--- src/hw/rtl/qes_pkg.sv ---
`default_nettype none
// ----------------------------------------------------------------------------
// qes_pkg
// Shared types and constants of the quadratic equation solver pipeline.
// ----------------------------------------------------------------------------
package qes_pkg;

    localparam int COEF_WIDTH_DEF = 40;
    localparam int FRAC_BITS_DEF  = 32;
    localparam int THR_W          = 32;
    localparam int ROOT_W         = 64;
    localparam int CFG_IDX_W      = 1;

    localparam logic [THR_W-1:0] ZERO_THR_RST  = 32'd429;
    localparam logic [THR_W-1:0] RATIO_THR_RST = 32'd429497;

    typedef enum logic [1:0] {
        OUT_NONE = 2'd0,
        OUT_ONE  = 2'd1,
        OUT_TWO  = 2'd2,
        OUT_INF  = 2'd3
    } t_outcome;

    typedef enum logic [CFG_IDX_W-1:0] {
        CFG_ZERO_THR  = 1'b0,
        CFG_RATIO_THR = 1'b1
    } t_cfg_idx;

    typedef struct packed {
        t_outcome outcome;
        logic     linear;
        logic     neg_a;
        logic     neg_b;
        logic     neg_c;
    } t_flags;

    typedef struct packed {
        logic neg;
        logic num_neg;
        logic num_zero;
        logic den_zero;
    } t_lane;

endpackage
`default_nettype wire

--- src/hw/rtl/qes_finish.sv ---
`default_nettype none
// ----------------------------------------------------------------------------
// qes_finish
// Saturation, zero forcing and sign of both roots; output register.
// ----------------------------------------------------------------------------
module qes_finish import qes_pkg::*; #(
    parameter int COEF_WIDTH = COEF_WIDTH_DEF,
    parameter int FRAC_BITS  = FRAC_BITS_DEF
) (
    input  wire logic                               i_clk,
    input  wire logic                               i_rst_n,
    input  wire logic                               i_en,
    input  wire logic                               i_valid,
    input  wire t_flags                             i_flags,
    input  wire t_lane [1:0]                        i_lane,
    input  wire logic [1:0][COEF_WIDTH+FRAC_BITS:0] i_quot,
    input  wire logic [THR_W-1:0]                   i_zero_thr,
    output logic                                    o_valid,
    output logic [1:0]                              o_outcome,
    output logic                                    o_was_linear,
    output logic signed [ROOT_W-1:0]                o_root_first,
    output logic signed [ROOT_W-1:0]                o_root_second,
    output logic                                    o_saturated
);

    localparam int QW = COEF_WIDTH + 1 + FRAC_BITS;
    localparam int EW = (QW > ROOT_W) ? QW : ROOT_W;
    localparam logic [ROOT_W-1:0] TOP  = {1'b1, {(ROOT_W-1){1'b0}}};
    localparam logic [ROOT_W-1:0] MAXP = {1'b0, {(ROOT_W-1){1'b1}}};

    logic              r_valid;
    logic [1:0]        r_outcome;
    logic              r_linear;
    logic [ROOT_W-1:0] r_root [2];
    logic              r_sat;

    logic [EW-1:0]     n_limit [2];
    logic [EW-1:0]     n_clip  [2];
    logic [ROOT_W-1:0] n_mag   [2];
    logic [ROOT_W-1:0] n_root  [2];
    logic              n_sat   [2];

    always_comb begin
        for (int l = 0; l < 2; l++) begin
            n_limit[l] = i_lane[l].neg ? EW'(TOP) : EW'(MAXP);
            n_clip[l]  = EW'(i_quot[l]);
            n_mag[l]   = '0;
            n_root[l]  = '0;
            n_sat[l]   = 1'b0;
            if (i_lane[l].num_zero) begin
                n_root[l] = '0;
            end else if (i_lane[l].den_zero) begin
                n_sat[l]  = 1'b1;
                n_root[l] = i_lane[l].num_neg ? TOP : MAXP;
            end else begin
                if (n_clip[l] > n_limit[l]) begin
                    n_sat[l]  = 1'b1;
                    n_clip[l] = n_limit[l];
                end
                n_mag[l] = n_clip[l][ROOT_W-1:0];
                if (n_clip[l] < EW'(i_zero_thr)) begin
                    n_root[l] = '0;
                end else begin
                    n_root[l] = i_lane[l].neg ? (~n_mag[l] + 1'b1) : n_mag[l];
                end
            end
        end
    end

    always_ff @(posedge i_clk) begin
        if (!i_rst_n) begin
            r_valid <= 1'b0;
        end else if (i_en) begin
            r_valid <= i_valid;
        end
    end

    always_ff @(posedge i_clk) begin
        if (i_en) begin
            r_outcome <= i_flags.outcome;
            r_linear  <= i_flags.linear;
            r_root[0] <= n_root[0];
            r_root[1] <= n_root[1];
            r_sat     <= n_sat[0] | n_sat[1];
        end
    end

    assign o_valid       = r_valid;
    assign o_outcome     = r_outcome;
    assign o_was_linear  = r_linear;
    assign o_root_first  = r_root[0];
    assign o_root_second = r_root[1];
    assign o_saturated   = r_sat;

endmodule
`default_nettype wire
--- config.mk ---
export PLATFORM = sky130hd
export DESIGN_NAME = qes_finish
export DESIGN_NICKNAME = d
export VERILOG_FILES = /design/src/hw/rtl/qes_pkg.sv /design/src/hw/rtl/qes_finish.sv
export SDC_FILE = /design/constraint.sdc
export NUM_CORES = 1
export LEC_CHECK = 0
export BUFFER_PORTS_ARGS = -buffer_cell sky130_fd_sc_hd__clkbuf_2
export CORE_ASPECT_RATIO = 1.25
export CORE_MARGIN = 5
export CORE_UTILIZATION = 28
export DETAILED_ROUTE_END_ITERATION = 10
export PLACE_DENSITY = 0.49
export SYNTH_ARGS = -nofsm -noshare
export SYNTH_HDL_FRONTEND = slang
export SYNTH_SLANG_ARGS = --single-unit
--- constraint.sdc ---
create_clock -name i_clk -period 7.83 [get_ports i_clk]
set_input_delay 1.566 -clock i_clk [delete_from_list [all_inputs] [get_ports i_clk]]
set_output_delay 1.566 -clock i_clk [all_outputs]
set_load 0.02 [all_outputs]
==> impl_metrics.csv <==
group,metric,value,unit
outcome,outcome,"completed",
cells_and_area,layout-drive-gt1-share,20.1,%
route,routed_wl,72.4,mm
clock_network,cts_tree,"built",
synth,async_flop_share,0,%
floorplanning,rows,95,
sta,clock.fmax,137,MHz
synth,synth_seq_area_share,26.4,%
critical_path,arrival,7400,ps
global_route,grt_pass1_vias,16700,
synth,yosys.cell_types.count,81,
critical_path,crit_type,"in2reg",
critical_path,crit_end,"r_root[0][125]",
placement,place_area,17600,sq um
cells_and_area,finalNonFillerCells,2925,
floorplanning,die_area,58700,sq um
sta,period_share,92.9,%
critical_path,r2r-start,"o_valid",
critical_path,r2r_end,"o_valid",
sta,fin_skew,0,ps
placement,dp_hpwl,58.0,mm
power,total_power,2390,uW
placement,portBuffers,325,
min_path,hold_path.class,"reg2reg",
placement,place_congestion,0.942,
floorplanning,dieHeight,270,microns
clock_network,cts_buffers,17,
clock_network,max-clock-path-buffers,2,
sta,fin_setup_tns,0,ps
sta,worst_pin_slew,1180,ps
sta,finalWorstSetupSlack,557,ps
clock_network,postCtsResizedCells,0,
sta,slew_violations,0,
critical_path,crit_fanout,28,
clock_network,insertion_delay,420,ps
floorplanning,fp.coreArea,53600,sq um
sta,rsz0062_at_grt,"no",
synth,syn_nets,2288,
placement,place_ws,209,ps
route,first_pass_iters,6,
clock_network,post_cts.repair.setup_buffers,0,
clock_network,path_clk_slew,60,ps
route,drc,0,
clock_network,clockRootBuffer,"clkbuf_16",
route,drtAntennaViolNets,0,
power,power_density,132,nW/um^2
floorplanning,start_util,28.2,%
sta,slew_headroom,20.6,%
clock_network,ctsHoldBuffers,0,
cells_and_area,area_growth,20.5,%
synth,synth_seq_cells,133,
min_path,min_from,"o_valid",
floorplanning,dieWidth,218,microns
critical_path,cp-startpoint,"i_lane[7]",
route,dr.first_iter.drc_count,1377,
critical_path,rrSetupSlack,7240,ps
power,power_leakage,0.00753,uW
power,vdd_ir_drop_max,135,uV
synth,synth_edf_count,132,
cells_and_area,mostFrequentLayoutCell,"clkbuf_2",
synth,syn_avg_cell_area,7.94,sq um
sta,finalSetupViolCount,0,
floorplanning,io_pins,329,
critical_path,start_kind,"input pin",
cells_and_area,stdcell_area,18200,sq um
route,drt-vias-per-instance,5.75,
cells_and_area,final_cell_mix,"322 x clkbuf_2, 204 x a21oi_1, 192 x ha_1",
critical_path,critical_path_required,7960,ps
global_route,overflow,0,
sta,period_minus_slack,7270,ps
critical_path,end_kind,"flip-flop",
sta,hold_viol,0,
global_route,grtUsageTotal,23.7,%
placement,place_inst,2889,
clock_network,clock_sink_count,133,
clock_network,cts-htree-levels,4,
critical_path,rr_worst_depth,2,
route,num_vias,16800,
route,wl_per_cell,24.8,microns
global_route,grt_max_degree,74,
run,max-cap-violations,0,
synth,synthFlopType,"edfxtp_1",
synth,netlist_area,15100,sq um
synth,syn_inst,1900,
synth,yosysWarnings,0,
global_route,grt_pass1_wl,106,mm
global_route,antenna_found_initial,8,
cells_and_area,nets,2569,
-- final cells by class --
type	instances	area [sq um]
fillers	5729	35400
multi-input cells	1590	10400
flip-flops and latches	133	3980
repair buffers	380	2080
well taps	727	910
clock buffers	19	433
inverters	59	221
clock inverters	12	108
diodes	5	12.5
-- flip-flops by register name (all words and copies together), names as in the netlist --
signal	flops
o_valid	1
o_saturated	1
o_was_linear	1
o_outcome	2
r_root	128
-- per-layer routing --
metal | share of wire (%) | up-vias | track usage, % | wire length, microns
met5 | 0.055 | - | 0 | 40
met4 | 5.9 | 6 | 11.9 | 4250
met3 | 5.8 | 159 | 3.96 | 4220
met2 | 51 | 666 | 43.4 | 37100
met1 | 37 | 8085 | 26.1 | 26800
li1 | - | 7910 | - | -
-- kinds of logic after synthesis --
logic type                 Yosys count  share of synthesized area, %
AOI/OAI and AO/OA                  648                          27.0
xor gates and xnor gates            17                         0.986
adders and majority gates          192                          15.9
buffers and inverters              177                          4.63
DFF                                133                          26.4
muxes                               27                          1.82
and+or+nand+nor                    706                          23.2
-- synthesized netlist by cell type (18+ instances only) --
| cell | count | share of area (%) |
|---|---|---|
| or4_1 | 18 | 0.90 |
| or3_1 | 43 | 1.8 |
| nor4_1 | 37 | 1.5 |
| inv_1 | 59 | 1.5 |
| a21o_1 | 67 | 3.3 |
| a21oi_1 | 205 | 6.8 |
| nor3_1 | 88 | 2.9 |
| ha_1 | 192 | 16 |
| clkbuf_1 | 89 | 2.2 |
| edfxtp_1 | 132 | 26 |
| o211ai_1 | 19 | 0.95 |
| o21a_1 | 20 | 0.99 |
| mux2i_1 | 24 | 1.6 |
| nand3_1 | 67 | 2.2 |
| nand4_1 | 57 | 2.4 |
| nor2_1 | 140 | 3.5 |
| o31ai_1 | 19 | 0.95 |
| a31oi_1 | 33 | 1.4 |
| buf_1 | 19 | 0.47 |
| o21ai_0 | 159 | 5.3 |
| a211o_1 | 23 | 1.3 |
| nand2_1 | 188 | 4.7 |
-- worst min path at each step --
stage                    to  slack, ps  cells past startpoint
floorplan           o_valid        590                      2
CTS                 o_valid        530                      2
finish              o_valid        520                      2
global route        o_valid        560                      2
detailed placement  o_valid        520                      2
global placement    o_valid        500                      2
-- through the flow --
| step | hold slack, ps | util [%] |
|---|---|---|
| finish | 524 | 33.9 |
| global route | 561 | 33.9 |
| CTS | 529 | 33.9 |
| detailed placement | 519 | 32.9 |
| global placement | 499 | 32.9 |
| floorplan | 589 | - |
-- power by group --
group	internal (uW)	leakage (uW)	switching, uW
registers	857	0.00128	28.5
logic	250	0.00600	515
clock network	434	0.000249	307
total	1540	0.00753	851
-- worst max-delay path, cell delays in order --
cell       delay [ps]
buf_4             310
inv_1             190
ha_1              330
and4b_1           210
and4_1            370
nand4_1           240
nor3_1            380
a221oi_2          140
buf_4             210
a21o_2            220
nand2_1           110
nand2_1            70
ha_1              310
a21o_1            190
a21o_1            170
a2111oi_0         600
o311a_1           360
o2111a_1          210
a41oi_1            40
and4_1            330
nor2_1            210
or2_2             420
o21ai_0           190
No activity file was read; power rests on OpenSTA's default activity.
